## config.mk

```make
export PLATFORM = sky130hd
export DESIGN_NAME = bb3_front
export DESIGN_NICKNAME = d
export VERILOG_FILES = /design/src/rtl/core/bb3_pkg.sv /design/src/rtl/core/bb3_front.sv
export SDC_FILE = /design/constraint.sdc
export NUM_CORES = 1
export LEC_CHECK = 0
export BUFFER_PORTS_ARGS = -buffer_cell sky130_fd_sc_hd__buf_2
export CORE_MARGIN = 2
export CORE_UTILIZATION = 44
export CTS_BUF_LIST = sky130_fd_sc_hd__clkbuf_8
export DETAILED_ROUTE_END_ITERATION = 8
export PLACE_DENSITY_LB_ADDON = 0.15
export SLEW_MARGIN = 10
export SYNTH_ARGS = -nofsm -noshare
export SYNTH_HDL_FRONTEND = slang
export SYNTH_SLANG_ARGS = --single-unit
export TNS_END_PERCENT = 10
```

## constraint.sdc

```tcl
create_clock -name clk -period 1.7 [get_ports clk]
set_clock_uncertainty 0.05 [all_clocks]
set_input_delay 0.085 -clock clk [delete_from_list [all_inputs] [get_ports clk]]
set_output_delay 0.085 -clock clk [all_outputs]
set_load 0.01 [all_outputs]
```

## src/rtl/core/bb3_pkg.sv

```systemverilog
// ---------------------------------------------------------------------------
// bb3_pkg
// Shared types and constants of the edge-aware 3x3 box blur.
// ---------------------------------------------------------------------------
`default_nettype none

package bb3_pkg;

  localparam int MAX_WIDTH   = 1024;
  localparam int MAX_HEIGHT  = 1024;
  localparam int COL_W       = $clog2(MAX_WIDTH);
  localparam int ROW_W       = $clog2(MAX_HEIGHT);
  localparam int SIZE_W      = 11;
  localparam int CFG_IDX_W   = 2;
  localparam int CHAN_W      = 8;
  localparam int PIX_W       = 3 * CHAN_W;
  // four row slots: row y lives in slot y mod 4
  localparam int SLOT_W      = 2;
  localparam int ADDR_W      = SLOT_W + COL_W;
  localparam int STORE_DEPTH = 1 << ADDR_W;
  localparam int QUEUE_DEPTH = 2;
  localparam int QPTR_W      = $clog2(QUEUE_DEPTH);
  localparam int QCNT_W      = $clog2(QUEUE_DEPTH + 1);
  localparam int SUM_W       = 12;
  localparam int CNT_W       = 4;
  localparam int NUM_W       = 13;
  localparam int DIV_W       = 5;
  localparam int STEP_W      = 3;

  localparam logic [CFG_IDX_W-1:0] REG_WIDTH  = 2'd0;
  localparam logic [CFG_IDX_W-1:0] REG_HEIGHT = 2'd1;

  typedef struct packed {
    logic [CHAN_W-1:0] red_in;
    logic [CHAN_W-1:0] green_in;
    logic [CHAN_W-1:0] blue_in;
  } in_pix_t;

  typedef struct packed {
    logic [ROW_W-1:0]  out_row;
    logic [COL_W-1:0]  out_col;
    logic [CHAN_W-1:0] red_out;
    logic [CHAN_W-1:0] green_out;
    logic [CHAN_W-1:0] blue_out;
    logic              last_of_run;
  } out_pix_t;

  typedef struct packed {
    logic [ROW_W-1:0] h_last;
    logic [COL_W-1:0] w_last;
  } size_t;

  typedef struct packed {
    logic [ROW_W-1:0] row;
    logic [COL_W-1:0] col;
    logic             has_up;
    logic             last_row;
    logic             has_left;
    logic             last_col;
  } q_entry_t;

endpackage

`default_nettype wire

```

## src/rtl/core/bb3_front.sv

```systemverilog
// ---------------------------------------------------------------------------
// bb3_front
// Accepts pixels, writes the line store, tracks the raster position and
// queues a request for every pixel that completes one or more outputs.
// ---------------------------------------------------------------------------
`default_nettype none

module bb3_front (
  input  wire logic                             clk,
  input  wire logic                             rst_n,
  input  wire logic                             in_valid,
  output logic                                  in_ready,
  input  wire bb3_pkg::in_pix_t                 in_data,
  input  wire logic                             cfg_we,
  input  wire logic [bb3_pkg::CFG_IDX_W-1:0]    cfg_idx,
  input  wire logic [bb3_pkg::SIZE_W-1:0]       cfg_wdata,
  input  wire logic                             q_empty,
  input  wire logic                             back_busy,
  output logic                                  push,
  output bb3_pkg::q_entry_t                     push_entry,
  output logic                                  st_we,
  output logic      [bb3_pkg::ADDR_W-1:0]       st_addr,
  output logic      [bb3_pkg::PIX_W-1:0]        st_wdata,
  output bb3_pkg::size_t                        size
);

  logic [bb3_pkg::ROW_W-1:0]  row_r, row_nxt;
  logic [bb3_pkg::COL_W-1:0]  col_r, col_nxt;
  logic [bb3_pkg::ROW_W-1:0]  h_last_r, h_last_nxt;
  logic [bb3_pkg::COL_W-1:0]  w_last_r, w_last_nxt;
  logic [bb3_pkg::SIZE_W-1:0] wm1;
  logic [bb3_pkg::COL_W-1:0]  w_lim;
  logic [bb3_pkg::ROW_W-1:0]  h_lim;
  logic                       accept;

  // hold row 0 until the back end is done with the previous frame's rows
  assign in_ready = q_empty && !((row_r == '0) && back_busy);
  assign accept   = in_valid && in_ready;

  assign push_entry.row      = row_r;
  assign push_entry.col      = col_r;
  assign push_entry.has_up   = (row_r != '0);
  assign push_entry.last_row = (row_r == h_last_r);
  assign push_entry.has_left = (col_r != '0);
  assign push_entry.last_col = (col_r == w_last_r);
  assign push = accept && (push_entry.has_up || push_entry.last_row)
                       && (push_entry.has_left || push_entry.last_col);

  assign st_we    = accept;
  assign st_addr  = {row_r[bb3_pkg::SLOT_W-1:0], col_r};
  assign st_wdata = in_data;

  assign size.h_last = h_last_r;
  assign size.w_last = w_last_r;

  assign wm1 = cfg_wdata - bb3_pkg::SIZE_W'(1);

  always_comb begin
    if (cfg_wdata == '0) begin
      w_lim = '0;
    end else if (cfg_wdata > bb3_pkg::SIZE_W'(bb3_pkg::MAX_WIDTH)) begin
      w_lim = bb3_pkg::COL_W'(bb3_pkg::MAX_WIDTH - 1);
    end else begin
      w_lim = wm1[bb3_pkg::COL_W-1:0];
    end
    if (cfg_wdata == '0) begin
      h_lim = '0;
    end else if (cfg_wdata > bb3_pkg::SIZE_W'(bb3_pkg::MAX_HEIGHT)) begin
      h_lim = bb3_pkg::ROW_W'(bb3_pkg::MAX_HEIGHT - 1);
    end else begin
      h_lim = wm1[bb3_pkg::ROW_W-1:0];
    end
  end

  always_comb begin
    row_nxt    = row_r;
    col_nxt    = col_r;
    h_last_nxt = h_last_r;
    w_last_nxt = w_last_r;
    if (cfg_we && (cfg_idx == bb3_pkg::REG_WIDTH || cfg_idx == bb3_pkg::REG_HEIGHT)) begin
      // any size write restarts the frame
      if (cfg_idx == bb3_pkg::REG_WIDTH) begin
        w_last_nxt = w_lim;
      end else begin
        h_last_nxt = h_lim;
      end
      row_nxt = '0;
      col_nxt = '0;
    end else if (accept) begin
      if (col_r == w_last_r) begin
        col_nxt = '0;
        row_nxt = (row_r == h_last_r) ? '0 : row_r + bb3_pkg::ROW_W'(1);
      end else begin
        col_nxt = col_r + bb3_pkg::COL_W'(1);
      end
    end
  end

  always_ff @(posedge clk) begin
    if (!rst_n) begin
      row_r    <= '0;
      col_r    <= '0;
      h_last_r <= bb3_pkg::ROW_W'(bb3_pkg::MAX_HEIGHT - 1);
      w_last_r <= bb3_pkg::COL_W'(bb3_pkg::MAX_WIDTH - 1);
    end else begin
      row_r    <= row_nxt;
      col_r    <= col_nxt;
      h_last_r <= h_last_nxt;
      w_last_r <= w_last_nxt;
    end
  end

endmodule

`default_nettype wire

```

## Word level (Yosys, flattened, before mapping)

Cells that the tools add are included.

| word-level totals | value |
|---|---|
| output and inout bits | 83 |
| bits in registers | 40 |
| input bits | 43 |

| cells by class | value |
|---|---|
| add/subtract/negate cells | 3 |
| multiplexer cells | 4 |
| reductions and logical operators | 19 |
| $lt $le $gt $ge | 1 |
| bitwise logic cells | 2 |
| equal/unequal tests | 3 |

Operators by type and width:

| kind | count |
|---|---|
| two-way mux 10 bit | 4 |
| adder 10 x 1 -> 10 bit (second input constant) | 2 |
| == test 10 bit | 2 |
| nonzero test 10 bit | 2 |
| > comparator 11 bit (second input constant) | 1 |
| zero test 11 bit | 1 |
| zero test 10 bit | 1 |
| subtractor 10 x 1 -> 10 bit (second input constant) | 1 |
| logical AND 1 bit | 6 |
| AND reduction 2 bit | 3 |
| logical OR 1 bit | 3 |
| == test 2 x 1 -> 1 bit (second input constant) | 1 |
| zero test 2 bit | 1 |
| NOT 1 bit | 2 |
| OR reduction 2 bit | 1 |
| zero test 1 bit | 1 |

## Longest topological paths before layout

Gate-level depths: netlist of run 1.

| depth | value |
|---|---|
| depth in word-level cells | 7 |
| depth in mapped cells | 9 |

## Least setup slack after synthesis of run 1

OpenSTA, ideal clock, no wires.

| path | value |
|---|---|
| path type | register to register |
| from | register row_r[0] (netlist name) |
| to | register row_r[5] (netlist name) |
| data required time | 1.578 ns |
| cell stages (with the launch flop) | 9 |
| clock period less this slack | 1.969 ns |
| setup time | 0.072 ns |
| setup slack | -0.269 ns |
| arrival time | 1.847 ns |
| cell sequence | dfxtp_1 inv_1 ha_1 nor2b_1 and3_1 buf_2 nor2_1 nand4b_1 o21bai_1 |

| on the way | value |
|---|---|
| longest elaborated chain between the ends | 6 |

RTL lines:

| element | RTL line | RTL |
|---|---|---|
| from (decl) | bb3_front.sv:27 | `logic [bb3_pkg::ROW_W-1:0] row_r, row_nxt;` |
| from (signal assigned) | bb3_front.sv:106 | `row_r <= row_nxt;` |
| zero test 10 bit | bb3_front.sv:37 | `assign in_ready = q_empty && !((row_r == '0) && back_busy);` |
| logical AND 1 bit | bb3_front.sv:37 |  |
| zero test 1 bit | bb3_front.sv:37 |  |
| logical AND 1 bit | bb3_front.sv:37 |  |
| logical AND 1 bit | bb3_front.sv:38 | `assign accept = in_valid && in_ready;` |
| net st_we | bb3_front.sv:21 | `output logic st_we,` |
| AND reduction 2 bit (no line) | n/a |  |

The timed path passes the listed nets, and every way through them passes these cells.
A chain may end at the register's enable or synchronous reset.

## Worst setup path in the final report of run 1

| path | value |
|---|---|
| from | register w_last_r[8] (netlist name) |
| to | output push |

| on the way | value |
|---|---|
| longest elaborated chain between the ends | 3 |

RTL lines:

| element | RTL line | RTL |
|---|---|---|
| from (decl) | bb3_front.sv:30 | `logic [bb3_pkg::COL_W-1:0] w_last_r, w_last_nxt;` |
| from (signal assigned) | bb3_front.sv:104 | `w_last_r <= bb3_pkg::COL_W'(bb3_pkg::MAX_WIDTH - 1);` |
| from (signal assigned) | bb3_front.sv:109 | `w_last_r <= w_last_nxt;` |
| == test 10 bit | bb3_front.sv:45 | `assign push_entry.last_col = (col_r == w_last_r);` |
| logical OR 1 bit | bb3_front.sv:47 | `&& (push_entry.has_left \|\| push_entry.last_col);` |
| logical AND 1 bit | bb3_front.sv:47 |  |
| to (decl) | bb3_front.sv:19 | `output logic push,` |

No other way between the ends.

==> impl_summary.log, run 1 <==
[metrics] Hold Buf Count CTS: 0
[metrics] post-synthesis cell count: 335
[metrics] total via count in the routed design: 2685
[metrics] #FFs+latches synth: 40
[metrics] CP max-delay cell: sky130_fd_sc_hd__nor4_1
[metrics] final hold violation count: 0
[metrics] highest-count cells in the layout ignoring fill and taps: 73 x sky130_fd_sc_hd__buf_2, 68 x sky130_fd_sc_hd__buf_4, 34 x sky130_fd_sc_hd__nor2_1
[metrics] maximum ir drop on the vdd rail: 0.000282 V
[metrics] number of placed cells counting well taps: 499
[metrics] Yosys warnings: 0
[metrics] largest fanout on the critical path: 3
[metrics] average size of a mapped cell: 7.96 µm²
[metrics] top cells by area, synth: sky130_fd_sc_hd__dfxtp_1 30%, sky130_fd_sc_hd__buf_4 10%, sky130_fd_sc_hd__xnor2_1 6.2%
[metrics] clock tree sinks: 40
[metrics] via count of the first global-routing pass: 2402
[metrics] worst slack on hold paths: 0.120 ns
[metrics] cell area after synthesis: 2670 µm²
[metrics] Starting DRT DRC Count: 101
[metrics] total grt overflow: 0
[metrics] antenna violations before repair: 0
[metrics] unrepaired setup endpoints after global routing: yes
[metrics] part of the Yosys area used for sequential elements: 0.300
[metrics] count of distinct cell types in the synthesized netlist: 50
[metrics] depth of the worst hold-timing path: 0
[metrics] Critical Path Source Type: flop
[metrics] area fraction of the dominant cell type after synthesis: 0.300
[metrics] Net Count, Synth: 383
[metrics] Max Cap Viol: 0
[metrics] # H-tree levels: 2
[metrics] path type of the worst setup path: flop to output port
[metrics] total area of sequential cells: 815 µm²
[metrics] clock latency at the later pin of the worst-skew pair: 0.30 ns
[metrics] placement row count: 28
[metrics] share of layout cells above drive strength 1: 0.447
[metrics] aggregate routed wire length: 7650 µm
[metrics] Die ar.: 6700 µm²
[metrics] post-DR wirelength/cell: 15.0 µm
[metrics] post-route fraction of the period consumed by the critical path: 1.17
[metrics] leakage component of the power: 1.64 nW
[metrics] via density per instance: 5.25
[metrics] worst endpoint required time: 1.56 ns
[metrics] largest stage delay on the critical path: 0.41 ns
[metrics] vertical extent of the die: 81.9 µm
[metrics] number of antenna cells inserted: 0
[metrics] relative area change from synthesis to final layout: 35.6%
[metrics] endpoint kind of the worst setup timing path: output port
[metrics] worst hold-check path type: primary input to output port
[metrics] Synth Flop Type: sky130_fd_sc_hd__dfxtp_1
[metrics] minimum setup slack among reg-to-reg paths: -0.13 ns
[metrics] # DRC: 0
[metrics] number of enable flip-flop cells after synthesis: 0
[metrics] remaining number of nets flagged by the antenna check after routing: 0
[metrics] chip width: 81.9 µm
[metrics] CTS tree: built
[metrics] most common library cell in the layout ignoring fill and taps: sky130_fd_sc_hd__buf_2
[metrics] maximum frequency from static timing analysis: 503 MHz
[metrics] max-slew violations: 0
[metrics] number of nets in the layout: 483
[metrics] failing checks: negative setup slack
[metrics] count of fill cells added during filler insertion: 539
[metrics] iteration count of the initial detailed-routing pass: 4
[metrics] initial cell density of the core: 0.453
[metrics] run status: finished with violations
[metrics] routability-driven placement congestion ratio: 0.867
[metrics] Buffers on Ports: 77
[metrics] transition time at the pin with the least slew margin: 0.504 ns
[metrics] number of buffers inserted during clock tree synthesis: 5
[metrics] clock tree root driver cell: sky130_fd_sc_hd__clkbuf_8
[metrics] Post-DP HPWL: 6090 µm
[metrics] Clock Tree Buf Depth: 2
[metrics] first-pass GRT wire length: 11700 µm
[metrics] Crit path arrival time: 1.85 ns
[metrics] minimum setup slack in the final design: -0.289 ns
[metrics] maximum number of pins on one net before global-route repair: 25
[metrics] post-place setup slack: -0.285 ns
[metrics] Layout Utilization: 0.614
[metrics] overall power after layout: 2.07 mW
[metrics] count of non-filler cells in the finished layout: 511
[metrics] final worst path period need: 1.99 ns
[metrics] CORE AREA: 5890 µm²
[metrics] count of pins on the block boundary: 126
[metrics] Synth area leader: sky130_fd_sc_hd__dfxtp_1
[metrics] overall fraction of global-route tracks in use: 0.228
[metrics] final setup violation count: 24
[metrics] remaining max-slew budget at the tightest pin: 0.663
[metrics] area of combinational cells with multiple inputs: 1600 µm²
[metrics] Power per Cell Area: 573 nW/µm²
[metrics] Post-synth ARST share: 0
[metrics] worst reg-to-reg path cell count: 6
[metrics] cell-by-cell trace of the critical path: xor2_1 -> nor4_1 -> and3_4 -> o22ai_1 -> nor3_2 -> buf_2
[metrics] clock transition at the registers of the reported paths: 0.08 ns
## power by group
part	switching, mW	internal (mW)	total [mW]	leakage [nW]
combinational	0.161	0.143	0.304	1.26
sequential	0.0188	0.953	0.972	0.329
clock	0.360	0.435	0.795	0.0541
## layer usage
metal	GRT usage	up-vias	share of wire	routed length (µm)
met5	0	-	0	0
met4	0.0650	0	0.014	104
met3	0.0418	10	0.054	417
met2	0.380	86	0.50	3840
met1	0.301	1262	0.43	3290
li1	-	1327	-	-
## per-stage QoR
stage	TNS, ns	instance area, µm²
6_report	-1.54	3620
3_3_place_gp	-3.50	3360
3_5_place_dp	-5.88	3360
5_1_grt	-4.45	3620
4_1_cts	-1.26	3590
2_1_floorplan	-1.35	2760
## cells in the mapped netlist, drive strengths merged (5+ instances only)
| master | n |
|---|---|
| nor3 | 14 |
| nor2 | 37 |
| inv | 10 |
| nor4 | 11 |
| o21ai | 10 |
| nand3 | 16 |
| clkbuf | 11 |
| xnor2 | 19 |
| xor2 | 15 |
| ha | 5 |
| nand2 | 27 |
| nor3b | 5 |
| o22ai | 10 |
| o211ai | 6 |
| buf | 44 |
| dfxtp | 40 |
## sequential cells by signal, indices dropped and copies added (netlist names)
register,count
col_r,10
h_last_r,10
row_r,10
w_last_r,10
## path summary, 6_finish.rpt
| path | from | endpoint |
|---|---|---|
| setup / recovery | w_last_r[8]$_SDFFE_PN1P_ | push |
| hold / removal | in_data[20] | st_wdata[20] |
| setup reg to reg | w_last_r[8]$_SDFFE_PN1P_ | row_r[7]$_SDFFE_PP0P_ |
| hold reg to reg | row_r[1]$_SDFFE_PP0P_ | row_r[1]$_SDFFE_PP0P_ |
## what timing repair did
action | 4_1_cts | 5_1_grt
endpoints found under the setup margin | 25 | 28
pin swaps | 10 | 3
resized for setup | 22 | 9
setup buffers | 4 | 0
gates cloned | 0 | 0
## worst max-delay path, delay by kind of cell (launching register included)
kind	cells	cell delay, ns
simple gates	3	0.81
flops	1	0.34
buf+inv	1	0.16
compound gates	1	0.10
xor+xnor	1	0.16
## area by class of cell
type | count | share of cell area
tap | 75 | 0.0260
clock buffer | 5 | 0.0190
multi-input combinational | 230 | 0.441
clock inverter | 3 | 0.0118
inverter | 10 | 0.0104
timing repair buffer | 148 | 0.266
sequential | 40 | 0.225
## cell families (layout without fill, tap and decap cells)
kind of cell	Yosys count	after routing	synth area share
AO/OA/AOI/OAI	47	47	0.131
XOR/XNOR	34	34	0.112
adder cells (fa/ha/maj)	5	5	0.0235
buffers and inverters	65	166	0.148
flip-flops	40	40	0.300
multiplexers	4	4	0.0155
AND/OR/NAND/NOR	140	140	0.270
No activity file was read; power rests on OpenSTA's default activity.
==> run 2: changes to the inputs <==
--- a/config.mk
+++ b/config.mk
@@ -8,7 +8,7 @@
 export BUFFER_PORTS_ARGS = -buffer_cell sky130_fd_sc_hd__buf_2
 export CORE_MARGIN = 2
 export CORE_UTILIZATION = 44
-export CTS_BUF_LIST = sky130_fd_sc_hd__clkbuf_8
+export CTS_BUF_LIST = sky130_fd_sc_hd__clkbuf_2
 export DETAILED_ROUTE_END_ITERATION = 8
 export PLACE_DENSITY_LB_ADDON = 0.15
 export SLEW_MARGIN = 10
==> constraint.sdc (replaced) <==
create_clock -name clk -period 1.7 [get_ports clk]
set_clock_uncertainty 0.05 [all_clocks]
set_input_delay 0.085 -clock clk [delete_from_list [all_inputs] [get_ports clk]]
set_output_delay 0.085 -clock clk [all_outputs]
set_load 0.05 [all_outputs]
==> impl_summary.log, run 2 (synthesized netlist as in run 1, its figures left out) <==
[metrics] initial cell density of the core: 0.453 (unchanged)
[metrics] most frequent cell on the critical path: sky130_fd_sc_hd__buf_4
[metrics] routability-driven placement congestion ratio: 0.901 (was 0.867)
[metrics] Starting DRT DRC Count: 111 (was 101)
[metrics] Crit path arrival time: 1.93 ns (was 1.85 ns)
[metrics] highest-count cells in the layout ignoring fill and taps: 71 x sky130_fd_sc_hd__buf_2, 62 x sky130_fd_sc_hd__buf_4, 36 x sky130_fd_sc_hd__nor2_1 (was 73 x sky130_fd_sc_hd__buf_2, 68 x sky130_fd_sc_hd__buf_4, 34 x sky130_fd_sc_hd__nor2_1)
[metrics] aggregate routed wire length: 7120 µm (was 7650 µm)
[metrics] placement row count: 28 (unchanged)
[metrics] Power per Cell Area: 523 nW/µm² (was 573 nW/µm²)
[metrics] clock transition at the registers of the reported paths: 0.23 ns (was 0.08 ns)
[metrics] vertical extent of the die: 81.9 µm (unchanged)
[metrics] Largest delay share family, worst path: buffers and inverters (was simple AND/OR/NAND/NOR gates)
[metrics] number of nets in the layout: 478 (was 483)
[metrics] post-DR wirelength/cell: 14.1 µm (was 15.0 µm)
[metrics] iteration count of the initial detailed-routing pass: 6 (was 4)
[metrics] maximum ir drop on the vdd rail: 0.000332 V (was 0.000282 V)
[metrics] chip width: 81.9 µm (unchanged)
[metrics] post-route fraction of the period consumed by the critical path: 1.21 (was 1.17)
[metrics] worst hold-check path type: primary input to flop (was primary input to output port)
[metrics] post-layout instance area: 3670 µm² (was 3620 µm²)
[metrics] worst endpoint required time: 1.56 ns (about the same)
[metrics] unrepaired setup endpoints after global routing: yes (unchanged)
[metrics] run status: finished with violations (unchanged)
[metrics] final setup violation count: 17 (was 24)
[metrics] Die ar.: 6700 µm² (unchanged)
[metrics] endpoint kind of the worst setup timing path: output port (unchanged)
[metrics] count of non-filler cells in the finished layout: 506 (was 511)
[metrics] transition time at the pin with the least slew margin: 0.509 ns (was 0.504 ns)
[metrics] Max Cap Viol: 0 (unchanged)
[metrics] CP max-delay cell: sky130_fd_sc_hd__dfxtp_4 (was sky130_fd_sc_hd__nor4_1)
[metrics] overall fraction of global-route tracks in use: 0.217 (was 0.228)
[metrics] cell-by-cell trace of the critical path: buf_4 -> xor2_1 -> nor4_2 -> buf_4 -> o22ai_4 -> nor3_4 -> buf_6 (was xor2_1 -> nor4_1 -> and3_4 -> o22ai_1 -> nor3_2 -> buf_2)
[metrics] via count of the first global-routing pass: 2290 (was 2402)
[metrics] post-place setup slack: -0.356 ns (was -0.285 ns)
[metrics] max-slew violations: 0 (unchanged)
[metrics] clock latency at the later pin of the worst-skew pair: 0.41 ns (was 0.30 ns)
[metrics] Critical Path Source Type: flop (unchanged)
[metrics] CORE AREA: 5890 µm² (unchanged)
[metrics] Clock Tree Buf Depth: 2 (unchanged)
[metrics] combined buffer and inverter count along the critical path: 3 (was 1)
[metrics] total via count in the routed design: 2617 (was 2685)
[metrics] final worst path period need: 2.06 ns (was 1.99 ns)
[metrics] number of placed cells counting well taps: 497 (was 499)
[metrics] cell area after placement: 3410 µm² (was 3360 µm²)
[metrics] largest fanout on the critical path: 6 (was 3)
[metrics] minimum setup slack in the final design: -0.364 ns (was -0.289 ns)
[metrics] maximum number of pins on one net before global-route repair: 25 (unchanged)
[metrics] Post-DP HPWL: 5640 µm (was 6090 µm)
[metrics] number of antenna cells inserted: 0 (unchanged)
[metrics] antenna violations before repair: 0 (unchanged)
[metrics] share of layout cells above drive strength 1: 0.520 (was 0.447)
[metrics] clock tree root driver cell: sky130_fd_sc_hd__clkbuf_2 (was sky130_fd_sc_hd__clkbuf_8)
[metrics] largest stage delay on the critical path: 0.39 ns (was 0.41 ns)
[metrics] failing checks: negative setup slack (unchanged)
[metrics] total grt overflow: 0 (unchanged)
[metrics] remaining number of nets flagged by the antenna check after routing: 0 (unchanged)
[metrics] CTS tree: built (unchanged)
[metrics] Buffers on Ports: 77 (unchanged)
[metrics] # DRC: 0 (unchanged)
[metrics] most common library cell in the layout ignoring fill and taps: sky130_fd_sc_hd__buf_2 (unchanged)
[metrics] number of buffers inserted during clock tree synthesis: 5 (unchanged)
[metrics] first-pass GRT wire length: 11100 µm (was 11700 µm)
[metrics] via density per instance: 5.17 (was 5.25)
[metrics] leakage component of the power: 1.63 nW (was 1.64 nW)
[metrics] Layout Utilization: 0.624 (was 0.614)
[metrics] count of pins on the block boundary: 126 (unchanged)
[metrics] clock tree sinks: 40 (unchanged)
[metrics] # H-tree levels: 2 (unchanged)
[metrics] final hold violation count: 0 (unchanged)
[metrics] maximum frequency from static timing analysis: 485 MHz (was 503 MHz)
[metrics] remaining max-slew budget at the tightest pin: 0.659 (was 0.663)
[metrics] path type of the worst setup path: flop to output port (unchanged)
[metrics] relative area change from synthesis to final layout: 37.6% (was 35.6%)
[run 2: cell count changes in the layout (fill, tap and decap cells not counted), sizes merged]
cell / delta
buf: -5
inv: +1
clkinvlp: -1
[run 2: path summary, 6_finish.rpt]
kind                                          startpoint                  endpoint  slack [ns]  cells after the start
worst max-delay path               row_r[0]$_SDFFE_PP0P_                      push       -0.36                      7
worst min-delay path                               rst_n  h_last_r[4]$_SDFFE_PN1P_        0.04                      3
worst max register to register  w_last_r[6]$_SDFFE_PN1P_     row_r[9]$_SDFFE_PP0P_       -0.16                      7
worst min register to register  w_last_r[9]$_SDFFE_PN1P_  w_last_r[9]$_SDFFE_PN1P_        0.49                      2
[run 2: where the power goes]
| group | switching, mW | leakage (nW) | internal (mW) | total, mW |
|---|---|---|---|---|
| registers | 0.0207 | 0.330 | 0.944 | 0.964 |
| clock network | 0.347 | 0.0433 | 0.248 | 0.595 |
| logic | 0.222 | 1.26 | 0.138 | 0.360 |
| total | 0.589 | 1.63 | 1.33 | 1.92 |
[run 2: metal layers]
| layer | vias to the layer above | share of wire | GRT usage | routed length (µm) |
|---|---|---|---|---|
| li1 | 1329 | - | - | - |
| met2 | 71 | 0.49 | 0.359 | 3470 |
| met5 | - | 0 | 0 | 0 |
| met4 | 0 | 0.014 | 0.0650 | 99 |
| met1 | 1209 | 0.45 | 0.291 | 3220 |
| met3 | 8 | 0.047 | 0.0330 | 337 |
[run 2: through the flow]
step	TNS (ns)	hold WS, ns	power (mW)
4_1_cts	-2.89	0.00280	1.94
3_5_place_dp	-6.97	0.120	1.33
5_1_grt	-5.39	0.0153	2.00
6_report	-2.25	0.0375	1.92
3_3_place_gp	-5.91	0.120	1.33
2_1_floorplan	-6.17	0.236	1.34
[run 2: repair_timing]
action,in CTS,in global routing
setup endpoints to repair,27,27
hold buffers,0,0
resized for setup,30,10
pin swaps,6,4
setup buffers,1,0
[run 2: cell type report]
| class | instances | area [µm²] |
|---|---|---|
| fill | 561 | 2210 |
| multi-input combinational | 230 | 1660 |
| timing repair buffer | 143 | 941 |
| sequential | 40 | 876 |
| tap | 75 | 93.8 |
| clock inverter | 3 | 41.3 |
| inverter | 10 | 37.5 |
| clock buffer | 5 | 25.0 |
[run 2: worst min-delay path: stages]
cell	delay [ns]
sky130_fd_sc_hd__buf_2	0.12
sky130_fd_sc_hd__buf_4	0.20
sky130_fd_sc_hd__o21ai_1	0.09
